### config.mk
export PLATFORM = sky130hd
export DESIGN_NAME = pmx_ctrl
export DESIGN_NICKNAME = d
export VERILOG_FILES = /design/src/pmx_pkg.sv /design/src/pmx_ctrl.sv
export SDC_FILE = /design/constraint.sdc
export NUM_CORES = 1
export LEC_CHECK = 0
export ABC_CLOCK_PERIOD_IN_PS = 1600
export BUFFER_PORTS_ARGS = -buffer_cell sky130_fd_sc_hd__buf_4
export CORE_AREA = 2 2 39 41
export CTS_BUF_LIST = sky130_fd_sc_hd__clkbuf_4
export CTS_CLUSTER_DIAMETER = 150
export CTS_CLUSTER_SIZE = 20
export DETAILED_ROUTE_END_ITERATION = 10
export DIE_AREA = 0 0 41 43
export HOLD_SLACK_MARGIN = 0.05
export SLEW_MARGIN = 40
export SYNTH_ARGS = -nofsm -noshare
export SYNTH_HDL_FRONTEND = slang
export SYNTH_SLANG_ARGS = --single-unit
export TNS_END_PERCENT = 30
### constraint.sdc
create_clock -name clk -period 1.6 [get_ports clk]
set_input_delay 0.32 -clock clk [delete_from_list [all_inputs] [get_ports clk]]
set_output_delay 0.32 -clock clk [all_outputs]
set_load 0.03 [all_outputs]
### src/pmx_pkg.sv
// ----------------------------------------------------------------------------
// pmx_pkg: shared types and constants for the psg/fm resample mixer
// Holds the channel payloads, the controller/datapath command and status
// groups, the divide-by-constant reciprocals and the resampling weight table.
// ----------------------------------------------------------------------------
package pmx_pkg;

    // item kinds
    localparam logic ACT_FM  = 1'b0;
    localparam logic ACT_PSG = 1'b1;

    // resampler shape
    localparam int TAPS      = 5;
    localparam int PHASES    = 5;
    localparam int FM_WEIGHT = 6;

    // reciprocal for a 21 bit magnitude divided by 42
    localparam logic [21:0] DIV42_MULT  = 22'd3195661;
    localparam int          DIV42_SHIFT = 27;
    // reciprocal for an 18 bit magnitude divided by 7
    localparam logic [18:0] DIV7_MULT   = 19'd299594;
    localparam int          DIV7_SHIFT  = 21;

    // input request
    typedef struct packed {
        logic               action;
        logic signed [15:0] fm_left;
        logic signed [15:0] fm_rt;
        logic signed [15:0] psg_value;
    } pmx_in_t;

    // output request
    typedef struct packed {
        logic signed [15:0] left_out;
        logic signed [15:0] right_out;
        logic               dropped;
    } pmx_out_t;

    // controller to datapath
    typedef struct packed {
        logic       accept;
        logic       clr_acc;
        logic       rd;
        logic [2:0] tap;
        logic       mul42;
        logic       mix;
        logic       mul7;
        logic       emit;
    } pmx_cmd_t;

    // datapath to controller
    typedef struct packed {
        logic dropped;
        logic go;
        logic out_free;
    } pmx_status_t;

    // weight numerator (over 21) for one tap in one phase; out of range phase acts as phase 0
    function automatic logic [2:0] tap_weight(input logic [2:0] phase, input logic [2:0] tap);
        logic [2:0] ph;
        logic [2:0] w;
        ph = (phase > 3'd4) ? 3'd0 : phase;
        case (tap)
            3'd0:    w = 3'd5 - ph;
            3'd4:    w = ph + 3'd1;
            default: w = 3'd5;
        endcase
        return w;
    endfunction

endpackage

### src/pmx_ctrl.sv
// ----------------------------------------------------------------------------
// pmx_ctrl: sequencing controller for the resample mixer
// Takes one input request at a time, steps the five tap reads, the two
// reciprocal divides and the output load, waiting for a free output register.
// ----------------------------------------------------------------------------
module pmx_ctrl (
    input  logic                 clk,
    input  logic                 rst_n,
    input  logic                 in_valid,
    output logic                 in_stall,
    input  pmx_pkg::pmx_status_t status,
    output pmx_pkg::pmx_cmd_t    cmd
);
    import pmx_pkg::*;

    localparam logic [2:0] S_IDLE  = 3'd0;
    localparam logic [2:0] S_CHECK = 3'd1;
    localparam logic [2:0] S_READ  = 3'd2;
    localparam logic [2:0] S_DRAIN = 3'd3;
    localparam logic [2:0] S_MUL42 = 3'd4;
    localparam logic [2:0] S_MIX   = 3'd5;
    localparam logic [2:0] S_MUL7  = 3'd6;
    localparam logic [2:0] S_EMIT  = 3'd7;

    localparam logic [2:0] LAST_TAP = 3'(TAPS - 1);

    logic [2:0] state_reg, state_next;
    logic [2:0] tap_reg, tap_next;

    // state and tap counter
    always_ff @(posedge clk or negedge rst_n)
    begin
        if (!rst_n)
        begin
            state_reg <= S_IDLE;
            tap_reg   <= 3'd0;
        end
        else
        begin
            state_reg <= state_next;
            tap_reg   <= tap_next;
        end
    end

    assign in_stall = (state_reg != S_IDLE);

    // next state and commands
    always_comb
    begin
        state_next  = state_reg;
        tap_next    = tap_reg;
        cmd         = '0;
        cmd.tap     = tap_reg;
        unique case (state_reg)
            S_IDLE:
            begin
                if (in_valid)
                begin
                    cmd.accept = 1'b1;
                    state_next = S_CHECK;
                end
            end
            S_CHECK:
            begin
                if (status.dropped)
                begin
                    state_next = S_EMIT;
                end
                else if (status.go)
                begin
                    cmd.clr_acc = 1'b1;
                    tap_next    = 3'd0;
                    state_next  = S_READ;
                end
                else
                begin
                    state_next = S_IDLE;
                end
            end
            S_READ:
            begin
                cmd.rd   = 1'b1;
                tap_next = tap_reg + 3'd1;
                if (tap_reg == LAST_TAP)
                begin
                    state_next = S_DRAIN;
                end
            end
            S_DRAIN:
            begin
                state_next = S_MUL42;
            end
            S_MUL42:
            begin
                cmd.mul42  = 1'b1;
                state_next = S_MIX;
            end
            S_MIX:
            begin
                cmd.mix    = 1'b1;
                state_next = S_MUL7;
            end
            S_MUL7:
            begin
                cmd.mul7   = 1'b1;
                state_next = S_EMIT;
            end
            S_EMIT:
            begin
                if (status.out_free)
                begin
                    cmd.emit   = 1'b1;
                    state_next = S_IDLE;
                end
            end
            default:
            begin
                state_next = S_IDLE;
            end
        endcase
    end

    // between requests the queues never hold enough for an output
    a_idle_no_go: assert property (@(posedge clk) disable iff (!rst_n)
        (state_reg == S_IDLE) |-> !status.go)
        else $error("queues hold a pending output while idle");

    // a result is never loaded in the cycle right after an accept
    a_no_early_emit: assert property (@(posedge clk) disable iff (!rst_n)
        (in_valid && !in_stall) |=> !cmd.emit)
        else $error("result loaded before the request was checked");

endmodule

==> out/results.tsv, run 1 <==
stage	metric	value	unit
setup_path	r2r-start	state_reg[1]	
logic_synthesis	yosysSeqAreaShare	35.8	%
layout	fill_cells	130	
sta	fmax	629	MHz
setup_path	path_cells	or3_4, nor2_4, buf_6	
layout	antenna_cells	0	
clocking	clock_path_buffers	2	
logic_synthesis	synth_area	419	um^2
global_routing	grt_first_pass_wirelength	1510	um
logic_synthesis	synth.net_count	56	
floorplanning	die_area	0.00176	mm^2
clocking	h-tree-depth	1	
drt	routed_wirelength	930	um
layout	final_cell_mix	buf_4, inv_1, dfrtp_1	
sta	whs	0.355	ns
global_routing	antenna_found_initial	0	
clocking	root_buffer	clkbuf_4	
global_routing	grt_usage	13.2	%
drt	viasPerCell	4.82	
clocking	cts-buffers-inserted	3	
sta	hold_viol_final	0	
global_routing	grt_max_degree	8	
sta	layout_setup_ws	0.0110	ns
pwr	p_leak	0.323	nW
place	numPortBuffers	16	
setup_path	path_delay_family	simple AND/OR/NAND/NOR gates	
pwr	power.density	2010	mW/mm^2
sta	maxSlewHeadroom	79.5	%
setup_path	cpMaxStageDelayCell	dfrtp_1	
floorplanning	initial_utilization	30.3	%
min_path	min_path_type	in2reg	
drt	drt_iter0_drc	1	
layout	seq_area	151	um^2
logic_synthesis	synth_warnings	0	
drt	drc	0	
drt	dr_total_vias	424	
clocking	clk-insertion-delay-late	0.24	ns
sta	finalCritPeriodShare	99.3	%
pwr	ir_drop	0.597	mV
logic_synthesis	synth_cell_types	26	
floorplanning	core	0.00138	mm^2
drt	drt-pass1-iter-count	4	
clocking	path_clk_slew	0.04	ns
sta	rsz0062_at_grt	true	
setup_path	endpoint_kind	primary output	
sta	slew_violations	0	
setup_path	crit_type	reg2out	
logic_synthesis	synthCells	48	
drt	postRouteAntennaNets	0	
clocking	cts.sinks	6	
global_routing	overflow	0	
setup_path	required	1.28	ns
setup_path	setup.worst_path.start	state_reg[1]	
setup_path	worstSetupStartpointType	register	
min_path	worstHoldStart	status[1]	
logic_synthesis	synth-seq-cells	6	
place	post-dp-hpwl	754	um
sta	min_period	1.59	ns
floorplanning	io_pins	17	
sta	fin_tns_setup	0	ns
setup_path	cp.buffers_inverters	1	
layout	layout_commonest_cell	buf_4	
sta	clock_skew	0.000218	ns
drt	wl_per_cell	10.6	um
status	outcome	completed	
clocking	cts_tree	built	
floorplanning	die_h	43	um
layout	multi_input_area	264	um^2
job	max_cap_violations	0	
sta	finalSetupViolations	0	
floorplanning	die_w	41	um
layout	drive_gt1_share	50.0	%
layout	fin_nets	82	
place	gp_congestion	0.727	
sta	worst_pin_slew	0.303	ns
floorplanning	fp-row-count	14	
setup_path	critPathMaxFanout	6	
global_routing	grt_pass1_vias	359	
place	dp_slack	0.223	ns
logic_synthesis	avgSynthCellArea	8.73	um^2
setup_path	max_stage_delay	0.42	ns
layout	syn2layout_area_growth	60.0	%
setup_path	worstPathArrival	1.27	ns
[where the power goes]
part	switching [mW]	internal [mW]	total, mW
combinational	0.486	0.409	0.896
clock	0.0503	0.0846	0.135
sequential	0.0856	0.229	0.315
[layout make-up]
| type | count | area share [%] |
|---|---|---|
| Multi-Input combinational cell | 33 | 39.4 |
| Timing Repair Buffer | 24 | 28.4 |
| Sequential cell | 6 | 22.6 |
| Clock buffer | 3 | 3.36 |
| Inverter | 6 | 3.36 |
| Tap cell | 16 | 2.99 |
[metal layers]
layer | routed length, um | vias up | global-route usage [%]
li1 | - | 217 | -
met1 | 409 | 198 | 16.4
met2 | 465 | 7 | 17.8
met3 | 40 | 2 | 6.28
met4 | 14 | 0 | 8.00
met5 | 0 | - | 0
[synth_stat cells]
cell type  number  share of area (%)
nand3b_1        1                1.8
and4_1          1                2.1
o21ai_1         4                4.8
and3_1          1                1.5
a22o_1          1                2.1
or3_1           1                1.5
nor2b_1         3                4.5
nand2b_4        1                3.3
inv_2           1               0.89
nand4bb_1       1                2.7
nor2_2          1                1.5
nor3_1          2                2.4
a21oi_1         2                2.4
inv_1           5                4.5
buf_2           3                3.6
a21o_1          1                1.8
or3_4           1                2.7
dfrtp_1         6                 36
o21ai_0         2                2.4
nand2_1         2                1.8
nor4_1          1                1.5
o311ai_1        1                2.1
nor2_1          2                1.8
ha_1            2                6.0
mux2_4          1                3.6
nand3_1         1                1.2
[repair_timing]
action,CTS,global route
setup endpoints to repair,3,6
endpoints found under the hold margin,6,0
hold buffers,1,0
buffers inserted,3,0
gates resized for setup,3,5
[final timing paths]
path | end | slack (ns) | depth (start not counted)
worst max-delay path | cmd[9] | 0.01 | 3
max in group asynchronous | state_reg[0] | 1.05 | 2
worst min-delay path | state_reg[1] | 0.36 | 3
min in group asynchronous | state_reg[2] | 0.43 | 2
worst min register to register | tap_reg[2] | 0.56 | 2
worst max register to register | tap_reg[0] | 0.25 | 4
[logic make-up after synthesis]
kind of cell,after synthesis,synth area share [%]
buffers and inverters,9,8.95
muxes,1,3.58
AOI/OAI and AO/OA,11,15.5
adders and majority gates,2,5.97
DFF,6,35.8
and+or+nand+nor,19,30.2
[per-stage QoR]
step / instances / power, mW / instance area [um^2] / utilization, %
floorplan: 48 / 0.841 / 425 / -
CTS: 88 / 1.32 / 646 / 46.7
detailed placement: 81 / 1.12 / 581 / 42.0
global route: 88 / 1.45 / 671 / 48.5
global placement: 81 / 1.12 / 581 / 42.0
finish: 88 / 1.35 / 671 / 48.5
[worst min-delay path: stages]
cell	delay, ns
buf_4	0.09
o21ai_0	0.07
nand3_1	0.08
No activity file was read; power rests on OpenSTA's default activity.
==> inputs of run 2 (changes only) <==
- BUFFER_PORTS_ARGS: -buffer_cell sky130_fd_sc_hd__buf_4 -> -buffer_cell sky130_fd_sc_hd__buf_2
==> out/results.tsv, run 2 (synthesized netlist as in run 1, its figures left out) <==
stage	metric	value	unit	change
clocking	h-tree-depth	1		unchanged
min_path	min_path_type	in2reg		
pwr	p_leak	0.313	nW	-3.0%
sta	min_period	1.62	ns	+0.0270 ns
place	dp_slack	0.184	ns	-0.0387 ns
floorplanning	core	0.00138	mm^2	unchanged
floorplanning	die_area	0.00176	mm^2	unchanged
global_routing	grt_first_pass_wirelength	1540	um	+1.8%
place	gp_congestion	0.708		-2.5%
sta	maxSlewHeadroom	83.2	%	+3.7 points
status	outcome	finished with violations		
global_routing	antenna_found_initial	0		unchanged
clocking	cts_tree	built		
global_routing	overflow	0		unchanged
layout	fill_cells	139		+6.9%
sta	rsz0062_at_grt	true		
place	post-dp-hpwl	736	um	-2.4%
clocking	root_buffer	clkbuf_4		
setup_path	critPathMaxFanout	3		-3
sta	hold_viol_final	0		unchanged
layout	final_cell_mix	buf_2, buf_4, inv_1, dfrtp_1, o21ai_1		
sta	whs	0.351	ns	-0.00410 ns
sta	finalCritPeriodShare	101	%	+1.7 points
drt	drc	0		unchanged
layout	drive_gt1_share	48.6	%	-1.4 points
pwr	power.density	2080	mW/mm^2	+3.6%
sta	clock_skew	0.00365	ns	+0.00344 ns
sta	fmax	619	MHz	-1.7%
floorplanning	io_pins	17		unchanged
global_routing	grt_max_degree	9		+1
drt	drt-pass1-iter-count	3		-1
drt	viasPerCell	4.98		+3.3%
floorplanning	die_w	41	um	unchanged
floorplanning	die_h	43	um	unchanged
pwr	ir_drop	0.625	mV	+4.8%
clocking	cts.sinks	6		unchanged
clocking	path_clk_slew	0.05	ns	about the same
global_routing	grt_pass1_vias	382		+6.4%
status	violations	negative setup slack		
layout	utilization	45.8	%	-2.7 points
sta	fin_tns_setup	-0.0160	ns	-0.0160 ns
floorplanning	initial_utilization	30.3	%	unchanged
drt	dr_total_vias	438		+3.3%
sta	worst_pin_slew	0.249	ns	-0.0544 ns
setup_path	required	1.28	ns	about the same
drt	drt_iter0_drc	4		+3
clocking	cts-buffers-inserted	3		unchanged
drt	wl_per_cell	11.4	um	+8.2%
sta	slew_violations	0		unchanged
setup_path	worstPathArrival	1.30	ns	+0.03 ns
pwr	p_total	1.32	mW	-2.2%
layout	layout_commonest_cell	buf_2		
place	numPortBuffers	16		unchanged
setup_path	worstSetupStartpointType	register		
clocking	clock_path_buffers	2		unchanged
setup_path	crit_type	reg2out		
sta	layout_setup_ws	-0.0160	ns	-0.0270 ns
drt	postRouteAntennaNets	0		unchanged
sta	finalSetupViolations	1		+1
floorplanning	fp-row-count	14		unchanged
setup_path	endpoint_kind	primary output		
drt	routed_wirelength	1010	um	+8.2%
layout	antenna_cells	0		unchanged
layout	fin_nets	82		unchanged
clocking	clk-insertion-delay-late	0.26	ns	+0.02 ns
global_routing	grt_usage	13.6	%	+0.36 points
job	max_cap_violations	0		unchanged
layout	syn2layout_area_growth	51.0	%	
-- run 2: what timing repair did --
item	CTS	global route
resized for setup	5	6
hold buffers	1	0
pin swaps	0	1
setup buffers	4	0
endpoints found under the hold margin	6	0
endpoints found under the setup margin	6	5
-- run 2: layout make-up --
type / instances / area (um^2) / share of cell area [%]
Multi-Input combinational cell: 33 / 254 / 40.1
Timing Repair Buffer: 24 / 163 / 25.7
Sequential cell: 6 / 151 / 23.9
Clock buffer: 3 / 22.5 / 3.56
Inverter: 6 / 22.5 / 3.56
Tap cell: 16 / 20.0 / 3.16
-- run 2: final timing paths --
| kind | start | end | slack [ns] | cells past startpoint |
|---|---|---|---|---|
| worst max-delay path | state_reg[2] | cmd[9] | -0.02 | 3 |
| worst min-delay path | status[1] | state_reg[1] | 0.35 | 3 |
| worst max register to register | state_reg[1] | tap_reg[0] | 0.27 | 4 |
| worst min register to register | tap_reg[2] | tap_reg[2] | 0.55 | 2 |
| max in group asynchronous | rst_n | state_reg[0] | 1.02 | 2 |
| min in group asynchronous | rst_n | state_reg[2] | 0.41 | 2 |
-- run 2: where the power goes --
group / internal [mW] / leakage (nW) / switching, mW / total [mW]
Combinational: 0.375 / 0.231 / 0.483 / 0.858
Clock: 0.0858 / 0.0138 / 0.0684 / 0.154
Sequential: 0.229 / 0.0686 / 0.0748 / 0.304
Total: 0.689 / 0.313 / 0.627 / 1.32
-- run 2: per-layer routing --
| metal | track usage, % | vias to the layer above | share of wire (%) |
|---|---|---|---|
| met5 | 0 | - | 0 |
| met4 | 12.0 | 0 | 2.7 |
| met3 | 4.71 | 2 | 4.1 |
| met2 | 18.8 | 11 | 48 |
| met1 | 15.6 | 209 | 45 |
| li1 | - | 216 | - |
-- run 2: through the flow --
stage | cell area [um^2] | cells
global route | 633 | 88
detailed placement | 533 | 80
floorplan | 425 | 48
finish | 633 | 88
CTS | 608 | 88
global placement | 533 | 80
-- run 2: worst max-delay path, stage by stage (launching register included) --
cell and delay, ns:
dfrtp_1 0.41, or3_4 0.40, nor2_2 0.10, buf_6 0.13
==> inputs of run 3 (changes only) <==
- CTS_BUF_LIST: sky130_fd_sc_hd__clkbuf_4 -> unset
- PLACE_DENSITY: unset -> 0.55
==> out/results.tsv, run 3 (synthesized netlist as in run 1, its figures left out) <==
stage	metric	value	unit	change
min_path	hold_depth	3		unchanged
layout	fill_cells	136		-2.2%
layout	antenna_cells	0		unchanged
clocking	cts-buffers-inserted	3		unchanged
setup_path	reg2reg_to	tap_reg[0]		
place	numPortBuffers	16		unchanged
sta	slew_violations	0		unchanged
setup_path	path_cells	or3_4, nor2_4, buf_6		
global_routing	grt_first_pass_wirelength	1560	um	+1.4%
place	gp_congestion	0.740		+4.6%
layout	drive_gt1_share	50.0	%	+1.4 points
layout	seq_area	153	um^2	+0.83%
setup_path	path_delay_family	simple AND/OR/NAND/NOR gates		
sta	clock_skew	0.00935	ns	+0.00570 ns
setup_path	reg2reg_slack	0.24	ns	-0.03 ns
floorplanning	die_w	41	um	unchanged
layout	utilization	45.8	%	unchanged
layout	layout_commonest_cell	buf_2		
layout	multi_input_area	264	um^2	+3.9%
pwr	p_leak	0.307	nW	-2.1%
setup_path	worstSetupStartpointType	register		
floorplanning	io_pins	17		unchanged
sta	layout_setup_ws	0.00537	ns	+0.0214 ns
setup_path	crit_type	reg2out		
floorplanning	fp-row-count	14		unchanged
sta	hold_viol_final	0		unchanged
pwr	ir_drop	0.702	mV	+12%
setup_path	critPathMaxFanout	5		+2
layout	fin_nets	80		-2.4%
clocking	clock_path_buffers	2		unchanged
layout	fin_area	633	um^2	unchanged
clocking	cts_tree	built		
global_routing	grt_pass1_vias	361		-5.5%
sta	finalSetupViolations	0		-1
place	placed_area	533	um^2	unchanged
clocking	root_buffer	clkbuf_4		
clocking	cts.sinks	6		unchanged
setup_path	endpoint_kind	primary output		
drt	drc	0		unchanged
place	post-dp-hpwl	729	um	-0.99%
sta	rsz0062_at_grt	true		
drt	wl_per_cell	11.3	um	-1.1%
setup_path	r2r-start	state_reg[1]		
floorplanning	core	0.00138	mm^2	unchanged
min_path	hold_end	state_reg[1]		
setup_path	max_stage_delay	0.43	ns	+0.02 ns
setup_path	cpMaxStageDelayCell	dfrtp_2		
global_routing	antenna_found_initial	0		unchanged
clocking	path_clk_slew	0.04	ns	about the same
layout	final_cell_mix	buf_2, buf_4, inv_1		
global_routing	grt_usage	13.7	%	+0.11 points
sta	worst_pin_slew	0.260	ns	+0.0110 ns
setup_path	required	1.28	ns	about the same
clocking	clk-insertion-delay-late	0.25	ns	about the same
setup_path	worstPathArrival	1.27	ns	-0.03 ns
sta	maxSlewHeadroom	82.4	%	-0.75 points
job	max_cap_violations	0		unchanged
floorplanning	die_h	43	um	unchanged
setup_path	cp.buffers_inverters	1		unchanged
setup_path	worst_r2r_path_depth	4		unchanged
drt	dr_total_vias	421		-3.9%
global_routing	grt_max_degree	12		+3
global_routing	overflow	0		unchanged
pwr	power.density	2050	mW/mm^2	-1.2%
place	dp_slack	0.188	ns	+0.00368 ns
layout	syn2layout_area_growth	51.0	%	unchanged
drt	drt_iter0_drc	3		-1
min_path	worstHoldStart	status[1]		
sta	min_period	1.59	ns	-0.0214 ns
floorplanning	initial_utilization	30.3	%	unchanged
drt	postRouteAntennaNets	0		unchanged
min_path	min_path_type	in2reg		
floorplanning	die_area	0.00176	mm^2	unchanged
sta	whs	0.364	ns	+0.0131 ns
drt	viasPerCell	4.90		-1.6%
sta	finalCritPeriodShare	99.7	%	-1.3 points
drt	routed_wirelength	972	um	-3.4%
sta	fmax	627	MHz	+1.3%
clocking	h-tree-depth	1		unchanged
drt	drt-pass1-iter-count	2		-1
status	outcome	completed		
## run 3: changes by cell type in the layout (fill, tap and decap cells not counted), sizes merged
| cell | before | now |
|---|---|---|
| buf | 23 | 21 |
## run 3: per-layer routing
metal | share of wire [%] | vias up | global-route usage, %
met5 | 0 | - | 0
met4 | 1.4 | 0 | 8.00
met3 | 5.5 | 2 | 7.85
met2 | 49 | 10 | 16.9
met1 | 44 | 196 | 18.0
li1 | - | 213 | -
## run 3: area by class of cell
cell class                      count  share of cell area [%]
Tap cell                           16                    3.16
Multi-Input combinational cell     33                    41.7
Inverter                            6                    3.56
Timing Repair Buffer               22                    23.9
Sequential cell                     6                    24.1
Clock buffer                        3                    3.56
## run 3: metrics by stage
stage | instances | TNS (ns) | power [mW]
3_5_place_dp | 80 | 0 | 1.04
3_3_place_gp | 80 | 0 | 1.05
6_report | 86 | 0 | 1.30
5_1_grt | 86 | -0.0645 | 1.41
2_1_floorplan | 48 | -0.0492 | 0.841
4_1_cts | 84 | -0.0177 | 1.23
## run 3: worst max path at each step
stage                             from    endpoint  cells after the start
after global placement    state_reg[1]  tap_reg[0]                      4
after floorplan           state_reg[1]      cmd[9]                      3
after detailed placement  state_reg[0]      cmd[9]                      3
after global routing      state_reg[1]      cmd[9]                      3
after CTS                 state_reg[1]      cmd[9]                      3
final                     state_reg[1]      cmd[9]                      3
## run 3: worst min-delay path, stage by stage
cell	delay [ns]
buf_2	0.10
o21ai_0	0.07
nand3_1	0.08
## run 3: timing repair
action / 4_1_cts / 5_1_grt
buffers inserted: 0 / 2
setup endpoints to repair: 3 / 6
hold buffers: 1 / 0
hold endpoints to repair: 6 / 0
gates resized for setup: 9 / 6
## run 3: report_power, final
group          switching [mW]  internal (mW)  leakage (nW)
Combinational           0.479          0.359         0.225
Sequential             0.0887          0.232        0.0677
Clock                  0.0564         0.0850        0.0138
Total                   0.624          0.675         0.307
